`config.mk`:
```
export PLATFORM = sky130hd
export DESIGN_NAME = bubble_sort_descending_top
export DESIGN_NICKNAME = d
export VERILOG_FILES = /design/src/bsd_pkg.sv /design/src/bubble_sort_descending_top.sv /design/src/bsd_ram.sv /design/src/bsd_swap_unit.sv
export SDC_FILE = /design/constraint.sdc
export NUM_CORES = 2
export LEC_CHECK = 0
export BUFFER_PORTS_ARGS = -buffer_cell sky130_fd_sc_hd__buf_2
export CORE_ASPECT_RATIO = 0.75
export CORE_UTILIZATION = 50
export CTS_CLUSTER_SIZE = 14
export DETAILED_ROUTE_END_ITERATION = 16
export PLACE_DENSITY = 0.68
export SLEW_MARGIN = 20
export SYNTH_ARGS = -nofsm -noshare
export SYNTH_HDL_FRONTEND = slang
export SYNTH_SLANG_ARGS = --single-unit
```
`constraint.sdc`:
```
create_clock -name clock -period 4.8 [get_ports clock]
set_input_delay 0.24 -clock clock [delete_from_list [all_inputs] [get_ports clock]]
set_output_delay 0.24 -clock clock [all_outputs]
set_load 0.05 [all_outputs]
```
`src/bsd_pkg.sv`:
```
// ----------------------------------------------------------------------------
// bsd_pkg
// Shared types for the descending record sorter: record layout and the
// packed request and response payloads, and the compare-exchange result.
// ----------------------------------------------------------------------------
package bsd_pkg;

   localparam int unsigned KEY_W = 16;
   localparam int unsigned TAG_W = 16;

   // One stored record: key and tag.
   typedef struct packed {
      logic [KEY_W-1:0] key;
      logic [TAG_W-1:0] tag;
   } entry_type;

   localparam int unsigned ENTRY_W = $bits(entry_type);

   typedef struct packed {
      logic [KEY_W-1:0] sort_key;
      logic [TAG_W-1:0] record_tag;
      logic             last_item;
   } req_type;

   typedef struct packed {
      logic [KEY_W-1:0] out_key;
      logic [TAG_W-1:0] out_tag;
      logic             out_last;
      logic             overflow;
   } rsp_type;

   // Result of one compare-exchange step.
   typedef struct packed {
      entry_type wr_entry;
      entry_type carry;
   } swap_type;

endpackage

```
`src/bubble_sort_descending_top.sv`:
```
// ----------------------------------------------------------------------------
// bubble_sort_descending_top
// Collects keyed records, sorts them by key in descending order with stable
// bubble passes over one RAM and one compare-exchange unit, then emits them.
// ----------------------------------------------------------------------------
//
//  channel  | ports                   | handshake
//  ---------+-------------------------+------------------------------------
//  request  | start, busy, req_data   | transfer when start && !busy
//  response | rsp_valid, rsp_data     | one-cycle strobe, no back-pressure
//
//  The closing record (last_item) starts the sort, whose pace is set by
//  the single RAM read port feeding the compare-exchange unit one record
//  per cycle. Emission then reads the stored records out in order. busy is
//  high from the closing transfer until the last read is issued; the final
//  result shows in the first cycle with busy low, so the next set's first
//  record can transfer alongside it.
//  Reset clears the sequencer, record count and overflow flag; the RAM is
//  not cleared (only written entries are ever read).
//  Results cannot be stalled by the receiver.
//
module bubble_sort_descending_top
   import bsd_pkg::*;
#(
   parameter int unsigned MAX_ITEMS = 32
) (
   input  logic    clock,
   input  logic    reset,
   input  logic    start,
   output logic    busy,
   input  req_type req_data,
   output logic    rsp_valid,
   output rsp_type rsp_data
);

   localparam int unsigned AW = $clog2(MAX_ITEMS);
   localparam int unsigned CW = $clog2(MAX_ITEMS + 1);

   // Sequencer states:
   //   LOAD   - idle, accepting records
   //   RD0    - issue read of entry 0 for a new pass
   //   RD1    - entry 0 arrives into the carry; issue read of entry 1
   //   CMP    - compare-exchange carry against entry idx+1, write entry idx
   //   WTOP   - write the carry to the pass's top slot
   //   EMIT   - read entries in order; data is shown the following cycle
   typedef enum logic [2:0] {
      S_LOAD,
      S_RD0,
      S_RD1,
      S_CMP,
      S_WTOP,
      S_EMIT
   } state_type;

   state_type       state_ff, state_in;
   logic [CW-1:0]   count_ff, count_in;
   logic            drop_ff, drop_in;
   logic [AW-1:0]   idx_ff, idx_in;
   logic [AW-1:0]   top_ff, top_in;
   entry_type       carry_ff, carry_in;
   logic            rsp_valid_ff, rsp_valid_in;
   logic            rsp_last_ff, rsp_last_in;
   logic            rsp_ovf_ff, rsp_ovf_in;

   // RAM port controls
   logic            wr_en;
   logic [AW-1:0]   wr_addr;
   entry_type       wr_data;
   logic            rd_en;
   logic [AW-1:0]   rd_addr;
   entry_type       rd_data;

   swap_type        swap;
   entry_type       req_entry;
   logic            full;
   logic [CW-1:0]   n_closed;
   logic            req_xfer;

   assign req_entry.key = req_data.sort_key;
   assign req_entry.tag = req_data.record_tag;
   assign full          = (count_ff == CW'(MAX_ITEMS));
   assign n_closed      = full ? count_ff : count_ff + CW'(1);
   assign req_xfer      = start && (state_ff == S_LOAD);

   bsd_ram #(
      .WIDTH (ENTRY_W),
      .DEPTH (MAX_ITEMS)
   ) u_store (
      .clock   (clock),
      .wr_en   (wr_en),
      .wr_addr (wr_addr),
      .wr_data (wr_data),
      .rd_en   (rd_en),
      .rd_addr (rd_addr),
      .rd_data (rd_data)
   );

   bsd_swap_unit u_swap (
      .carry   (carry_ff),
      .fetched (rd_data),
      .result  (swap)
   );

   always_comb begin
      state_in     = state_ff;
      count_in     = count_ff;
      drop_in      = drop_ff;
      idx_in       = idx_ff;
      top_in       = top_ff;
      carry_in     = carry_ff;
      rsp_valid_in = 1'b0;
      rsp_last_in  = rsp_last_ff;
      rsp_ovf_in   = rsp_ovf_ff;
      wr_en        = 1'b0;
      wr_addr      = count_ff[AW-1:0];
      wr_data      = req_entry;
      rd_en        = 1'b0;
      rd_addr      = idx_ff;

      unique case (state_ff)
         S_LOAD: begin
            if (req_xfer) begin
               if (full) begin
                  drop_in = 1'b1;
               end else begin
                  wr_en    = 1'b1;
                  count_in = count_ff + CW'(1);
               end
               if (req_data.last_item) begin
                  idx_in = '0;
                  top_in = AW'(n_closed - CW'(1));
                  // A single record needs no pass.
                  state_in = (n_closed == CW'(1)) ? S_EMIT : S_RD0;
               end
            end
         end

         S_RD0: begin
            rd_en    = 1'b1;
            rd_addr  = '0;
            state_in = S_RD1;
         end

         S_RD1: begin
            carry_in = rd_data;
            rd_en    = 1'b1;
            rd_addr  = AW'(1);
            idx_in   = '0;
            state_in = S_CMP;
         end

         S_CMP: begin
            wr_en    = 1'b1;
            wr_addr  = idx_ff;
            wr_data  = swap.wr_entry;
            carry_in = swap.carry;
            if (({1'b0, idx_ff} + (AW+1)'(1)) < {1'b0, top_ff}) begin
               rd_en   = 1'b1;
               rd_addr = AW'({1'b0, idx_ff} + (AW+1)'(2));
               idx_in  = idx_ff + AW'(1);
            end else begin
               state_in = S_WTOP;
            end
         end

         S_WTOP: begin
            wr_en   = 1'b1;
            wr_addr = top_ff;
            wr_data = carry_ff;
            idx_in  = '0;
            if (top_ff == AW'(1)) begin
               state_in = S_EMIT;
            end else begin
               top_in   = top_ff - AW'(1);
               state_in = S_RD0;
            end
         end

         S_EMIT: begin
            rd_en        = 1'b1;
            rd_addr      = idx_ff;
            rsp_valid_in = 1'b1;
            rsp_ovf_in   = drop_ff;
            rsp_last_in  = ((CW'(idx_ff) + CW'(1)) == count_ff);
            idx_in       = idx_ff + AW'(1);
            if (rsp_last_in) begin
               // Set done: empty the store for the next one.
               count_in = '0;
               drop_in  = 1'b0;
               idx_in   = '0;
               state_in = S_LOAD;
            end
         end

         default: begin
            state_in = S_LOAD;
         end
      endcase
   end

   always_ff @(posedge clock) begin
      if (reset) begin
         state_ff     <= S_LOAD;
         count_ff     <= '0;
         drop_ff      <= 1'b0;
         idx_ff       <= '0;
         top_ff       <= '0;
         rsp_valid_ff <= 1'b0;
         rsp_last_ff  <= 1'b0;
         rsp_ovf_ff   <= 1'b0;
      end else begin
         state_ff     <= state_in;
         count_ff     <= count_in;
         drop_ff      <= drop_in;
         idx_ff       <= idx_in;
         top_ff       <= top_in;
         rsp_valid_ff <= rsp_valid_in;
         rsp_last_ff  <= rsp_last_in;
         rsp_ovf_ff   <= rsp_ovf_in;
      end
      carry_ff <= carry_in;
   end

   // Response key and tag come straight from the RAM's read register.
   assign busy              = (state_ff != S_LOAD);
   assign rsp_valid         = rsp_valid_ff;
   assign rsp_data.out_key  = rd_data.key;
   assign rsp_data.out_tag  = rd_data.tag;
   assign rsp_data.out_last = rsp_last_ff;
   assign rsp_data.overflow = rsp_ovf_ff;

endmodule

```
`src/bsd_ram.sv`:
```
// ----------------------------------------------------------------------------
// bsd_ram
// Generic single-write, single-read RAM with registered read data.
// ----------------------------------------------------------------------------
module bsd_ram #(
   parameter int unsigned WIDTH = 32,
   parameter int unsigned DEPTH = 32
) (
   input  logic                     clock,
   input  logic                     wr_en,
   input  logic [$clog2(DEPTH)-1:0] wr_addr,
   input  logic [WIDTH-1:0]         wr_data,
   input  logic                     rd_en,
   input  logic [$clog2(DEPTH)-1:0] rd_addr,
   output logic [WIDTH-1:0]         rd_data
);

   logic [WIDTH-1:0] mem_ff [DEPTH];
   logic [WIDTH-1:0] rd_data_ff;

   always_ff @(posedge clock) begin
      if (wr_en) begin
         mem_ff[wr_addr] <= wr_data;
      end
      if (rd_en) begin
         rd_data_ff <= mem_ff[rd_addr];
      end
   end

   assign rd_data = rd_data_ff;

endmodule

```
`src/bsd_swap_unit.sv`:
```
// ----------------------------------------------------------------------------
// bsd_swap_unit
// Compare-exchange step of one bubble pass. The carried record sinks while
// the fetched key is strictly larger; equal keys never pass (stable sort).
// ----------------------------------------------------------------------------
module bsd_swap_unit
   import bsd_pkg::*;
(
   input  entry_type carry,
   input  entry_type fetched,
   output swap_type  result
);

   always_comb begin
      if (carry.key < fetched.key) begin
         result.wr_entry = fetched;
         result.carry    = carry;
      end else begin
         result.wr_entry = carry;
         result.carry    = fetched;
      end
   end

endmodule
```
==> Yosys cells after proc, flatten, opt, wreduce, memory -nomap -nowiden <==
Memories as Yosys holds them, arrays and structs flattened. A register that Yosys moved wholly into a read port is not among the register bits.
Index checks and enable logic that the tools add are counted.
{ "word_totals": {"reg_bits": 55, "ramBits": 1024, "output_inout_bits": 36, "elab_cells": 90, "memories": 1} }
{ "op_classes": {"n_addsub": 6, "order_cmp": 2, "eq_ne": 17, "n_mux": 38, "n_reduce_logical": 16} }
{ "memory_table": {"columns": ["name", "words", "word_bits", "rd", "rd_ports_with_merged_regs", "wr", "line_no", "rtl"], "rows": [
  ["u_store.mem_ff", 32, 32, 1, 1, 1, "bsd_ram.sv:18", "logic [WIDTH-1:0] mem_ff [DEPTH];"]
]} }
{ "ops": {"columns": ["operator", "n"], "rows": [
  ["32-bit case mux with 2 select lines", 2],
  ["64-bit 2-to-1 mux", 1],
  ["5-bit 2-to-1 mux", 8],
  ["5-bit case mux with 2 select lines", 2],
  ["5-bit case mux with 4 select lines", 1],
  ["3-bit 2-to-1 mux", 6],
  ["6-bit 2-to-1 mux", 3],
  ["3-bit case mux with 6 select lines", 1],
  ["16-bit less-than comparator", 1],
  ["2-bit != test, second input constant", 8],
  ["4-bit AND reduction", 4],
  ["5-bit case mux with 3 select lines", 1],
  ["6-bit case mux with 2 select lines", 1],
  ["5-bit by 1-bit subtractor with 5-bit output, second input constant", 2],
  ["1-bit 2-to-1 mux", 9],
  ["5-bit by 1-bit adder with 6-bit output, second input constant", 1],
  ["6-bit by 1-bit adder with 6-bit output, second input constant", 1],
  ["3-bit by 2-bit equality test with 1-bit output, second input constant", 2],
  ["3-bit equality test, second input constant", 2],
  ["6-bit by 1-bit equality test with 1-bit output, second input constant", 1],
  ["6-bit equality test", 1],
  ["6-bit equality test, second input constant", 1],
  ["6-bit by 5-bit less-than comparator with 1-bit output", 1],
  ["1-bit case mux with 2 select lines", 3],
  ["13 further kinds", 16]
]} }

==> Depth between registers and ports, before layout <==
{ "depth": {"ltp_word": 7, "depth_mapped": 15, "depth_no_buf": 12} }

==> Hierarchy <==
A second synthesis with hierarchy kept.
{ "unflattened": {"cells_unflattened": 2879, "hier_area_um2": 46065.4} }
{ "modules_own_cells": {"columns": ["mod", "instances", "cells_each", "area_each_um2"], "rows": [
  ["bsd_ram", 1, 2260, 40810.4],
  ["bubble_sort_descending_top", 1, 496, 3791.1],
  ["bsd_swap_unit", 1, 123, 1463.9]
]} }

==> Least setup slack after synthesis <==
No wires, ideal clock.
{ "synth_timing": {"kind": "register to register", "from": "register u_store.rd_data_ff[22], in the netlist u_store.rd_data[22], read port of u_store.mem_ff", "to": "register carry_ff[0] (netlist name), enable pin", "t_arrival_ns": 4.446, "t_required_ns": 4.320, "path_slack_ns": -0.126, "stages_incl_launch_ff": 8, "path_buffers": 0, "period_less_slack_ns": 4.926, "cell_sequence": "edfxtp_1 inv_1 ha_1 o21ai_0 a2111oi_0 o31a_1 a311oi_1 a311oi_1"} }
{ "synth_between": {"elab_chain_cells": 3} }
{ "synth_rtl": {"columns": ["element", "line_no", "rtl"], "rows": [
  ["start: declaration", "bsd_ram.sv:19", "logic [WIDTH-1:0] rd_data_ff;"],
  ["16-bit less-than comparator", "bsd_swap_unit.sv:15", "if (carry.key < fetched.key) begin"],
  ["2-bit != test (no source line)", null, null],
  ["2-bit AND reduction (no source line)", null, null],
  ["end signal: assignment", "bubble_sort_descending_top.sv:221", "carry_ff <= carry_in;"],
  ["end: declaration", "bubble_sort_descending_top.sv:60", "entry_type carry_ff, carry_in;"]
]} }
Every way passes these cells.
A chain may end at the register's enable or synchronous reset.

==> Worst setup path after layout <==
{ "layout_timing": {"from": "register u_store.rd_data_ff[17], in the netlist u_store.rd_data[17], read port of u_store.mem_ff", "to": "memory u_store.mem_ff[22][30] (data pin)"} }
{ "layout_between": {"elab_chain_cells": 3} }
{ "layout_rtl": {"columns": ["element", "line_no", "rtl"], "rows": [
  ["16-bit less-than comparator", "bsd_swap_unit.sv:15", null],
  ["64-bit 2-to-1 mux", "bsd_swap_unit.sv:15", null],
  ["32-bit case mux with 2 select lines", "bubble_sort_descending_top.sv:120", "unique case (state_ff)"],
  ["net u_store.wr_data[30]", "bsd_ram.sv:12", "input logic [WIDTH-1:0] wr_data,"],
  ["end: declaration", "bsd_ram.sv:18", null]
]} }
The timed path passes the listed nets, and every way through them passes these cells. The select of a mux whose other input is x is not followed.

==> impl_results.md <==
- Pwr dens: 517 mW/mm²
- Total iterations of the first detailed-routing run: 6
- Area of the core: 0.0902 mm²
- Status: finished, final reports clean
- Count of different cell masters after synthesis: 60
- Synthesis-to-finish area growth: 13.2%
- Clock-pin transition on the worst setup and hold timing paths: 0.06 ns
- Number of buffers inserted by post-CTS setup repair: 0
- Final number of hold-violating endpoints: 0
- Worst setup SP type: flip-flop
- Number of global-route vias before repair: 30200
- Buffer and inverter count on the worst path: 2
- HPWL after detailed placement: 84000 µm
- Aggregate routed wire length: 144000 µm
- Vias after detailed routing: 31900
- Worst slew margin relative to its limit: 22.3%
- Number of cells traversed by the worst register-to-register path: 10
- Core utilization of the finished layout: 57.6%
- Sum Neg Setup Slack: 0 ns
- Port bufs: 71
- Die Y-Extent: 264 µm
- Proportion of register bits with asynchronous set or reset after synthesis: 0%
- Per-cell routed wire length: 31.5 µm
- Total global routing overflow: 0
- Routability congestion estimate: 0.959
- PnR Total Power: 26.8 mW
- Critical-path cell list: inv_1 > ha_1 > a21o_1 > a21o_1 > a21o_1 > a21o_1 > a311oi_1 > and3_2 > buf_4 > a221o_1
- Category of cells accounting for the largest share of critical-path delay: compound AO/OA/AOI/OAI gates
- Critical path start-end classification: reg -> reg
- Later-pin clock latency in the skew report: 0.69 ns
- Die area: 0.0931 mm²
- Count of pins over their slew limit: 0
- Horizontal die dimension: 352 µm
- TritonCTS Buffers: 99
- Clock Skews: 0.0300 ns
- Inst Count DP: 4405
- Cell with the largest stage delay on the worst path: sky130_fd_sc_hd__and3_2
- Post-DR vias/cell: 6.97
- Buffers from clock root to sink, at most: 3
- CTS Sinks: 1111
- Highest clock frequency the design can meet: 0.208 GHz
- FF+latch area: 0.0331 mm²
- Layout cell share with drive strength beyond 1: 13.5%
- CP peak stage delay: 0.97 ns
- Number of primary I/O pins: 72
- Mapped Area: 0.0459 mm²
- Final-layout fill cell count: 6803
- Site Rows: 95
- Data required time at the worst endpoint: 5.10 ns
- Top_reg_cell synth: sky130_fd_sc_hd__edfxtp_1
- Multi-input gate area in the final layout: 0.0117 mm²
- MaxCap Viol Count: 0
- Syn Nets: 3283
- Final std cells w/o fill: 4581
- Number of routed nets with antenna violations: 0
- Post-layout instance area: 0.0520 mm²
- Pin count of the biggest net entering global routing: 111
- Category of the worst setup path capture point: flip-flop
- Initial Util: 50.9%
- TritonCTS clock tree: yes
- Worst min-delay path class: in -> reg
- Stages on worst setup path: 10
- Placed cell area: 0.0490 mm²
- Origin of the worst setup path: u_store.rd_data[17]
- Antenna violations before repair: 3
- Total leakage power: 16.6 nW
- Maximum VDD drop: 0.377 mV
- GRT Resource Usage Total: 30.4%
- R2r startpoint: u_store.rd_data[17]
- Seq cells post-synth: 1111
- Post-Synthesis Cells: 3220
- 1st-iter DRT viols: 5413
- Endpoint arrival time on the critical path: 5.10 ns
- Hold wc startpoint: start
- Transition time at the pin with the least slew margin: 1.16 ns
- Largest driver fanout on the critical path: 32
- Average instance area after synthesis: 14.3 µm²
- Number of synthesized flops with an enable pin: 1088
- Finish-stage setup viols: 0
- Remaining DRCs: 0
- Share of the yosys chip area belonging to registers: 72.1%
- Wire length of the first global-routing pass: 207000 µm
- Cell count of the worst hold path: 4
- Unrepaired setup endpoints after global routing: true
- Yosys warnings: 0
- Most prevalent standard cell on the critical path: sky130_fd_sc_hd__a21o_1
- Clock root buffer master: sky130_fd_sc_hd__clkbuf_16
- Period utilisation layout: 99.9%
- Minimum clock period after layout: 4.80 ns
- H-tree lvl count: 3
- Layout net count: 3358
-- worst min-delay path: cells and delay by family --
| family | cells | cell delay (ns) |
|---|---|---|
| AO/OA/AOI/OAI | 1 | 0.06 |
| buffers and inverters | 1 | 0.14 |
| AND/OR/NAND/NOR | 2 | 0.23 |
-- power by group --
part | internal, mW | total (mW) | switching [mW] | leakage [nW]
logic | 1.79 | 6.43 | 4.64 | 5.09
clock network | 4.00 | 7.52 | 3.52 | 1.45
registers | 12.4 | 12.9 | 0.474 | 10.0
total | 18.2 | 26.8 | 8.63 | 16.6
-- final timing paths --
path                                  to  slack [ns]
hold / removal               count_ff[3]        0.06
setup reg to reg  u_store.mem_ff[22][30]       0.003
setup / recovery  u_store.mem_ff[22][30]       0.003
hold reg to reg               rsp_ovf_ff        0.46
-- flip-flops by register name, summed over array words and instances, names as in the netlist --
name and count:
carry_ff 32, idx_ff 5, top_ff 5, drop_ff 1, rsp_last_ff 1, rsp_ovf_ff 1, state_ff 3, u_store.rd_data 32
rsp_valid 1, u_store.mem_ff 1024, count_ff 6
-- metrics by stage --
stage | worst slack [ns] | hold WS, ns
after floorplan | 0.976 | 0.397
after global placement | 0.305 | 0.445
after detailed placement | 0.158 | 0.448
after CTS | 0.131 | 0.0217
after global routing | -0.0363 | 0.0647
final | 0.00286 | 0.0562
-- what timing repair did --
| item | in CTS | in global routing |
|---|---|---|
| endpoints found under the setup margin | 0 | 6 |
| hold buffers | 1 | 0 |
| hold endpoints to repair | 5 | 0 |
| resized for setup | 0 | 3 |
-- final cells by class --
class	count	area share (%)
inverters	30	0.217
repair buffers	260	4.89
multi-input cells	1793	22.5
clock buffers	115	4.88
diodes	2	0.00963
well taps	1212	2.92
clock inverters	58	0.828
flip-flops and latches	1111	63.8
-- cells in the final DEF (no fill, tap or decap), drive strengths merged, types with 3 or more instances in the layout --
| master | instances |
|---|---|
| edfxtp | 1088 |
| nand2 | 493 |
| nor4 | 337 |
| buf | 259 |
| a311oi | 154 |
| o22ai | 127 |
| a221oi | 121 |
| clkbuf | 115 |
| mux2i | 106 |
| nor2 | 94 |
| a22oi | 65 |
| clkinv | 46 |
| and3 | 37 |
| inv | 35 |
| a221o | 33 |
| a21oi | 30 |
| ha | 27 |
| and2 | 24 |
| dfxtp | 23 |
| o21ai | 23 |
| nand3 | 19 |
| a211oi | 12 |
| nor3 | 12 |
| a21o | 11 |
| xnor2 | 10 |
| a32oi | 6 |
| o32ai | 6 |
| or3 | 6 |
| a31oi | 5 |
| o21a | 5 |
| xor2 | 4 |
| bufinv | 4 |
| clkinvlp | 3 |
| a2111oi | 3 |
-- per-layer routing --
metal / GRT usage, % / share of wire, % / vias up
met3: 7.68 / 14 / 355
met4: 13.3 / 4.4 / 0
met2: 44.1 / 43 / 2524
li1: - / - / 13200
met5: 0 / 0 / -
met1: 43.5 / 38 / 15900
-- logic make-up after synthesis --
kind of cell / count (synthesis) / share of synthesized area (%)
buf+inv: 316 / 3.27
xor+xnor: 14 / 0.267
mux: 107 / 2.33
fa+ha+maj: 27 / 0.736
compound gates: 611 / 10.4
flops: 1111 / 72.1
simple gates: 1034 / 10.8
-- Yosys cell counts, drive strengths merged (33+ instances only) --
cell	n	share of area [%]
a221o	33	0.72
a221oi	121	2.3
a22oi	65	1.1
a311oi	154	2.9
and3	37	0.50
buf	194	2.3
clkbuf	92	0.75
edfxtp	1088	71
mux2i	106	2.3
nand2	493	4.0
nor2	94	0.77
nor4	337	4.6
o22ai	127	1.7
Power figures use the tool's default switching activity.
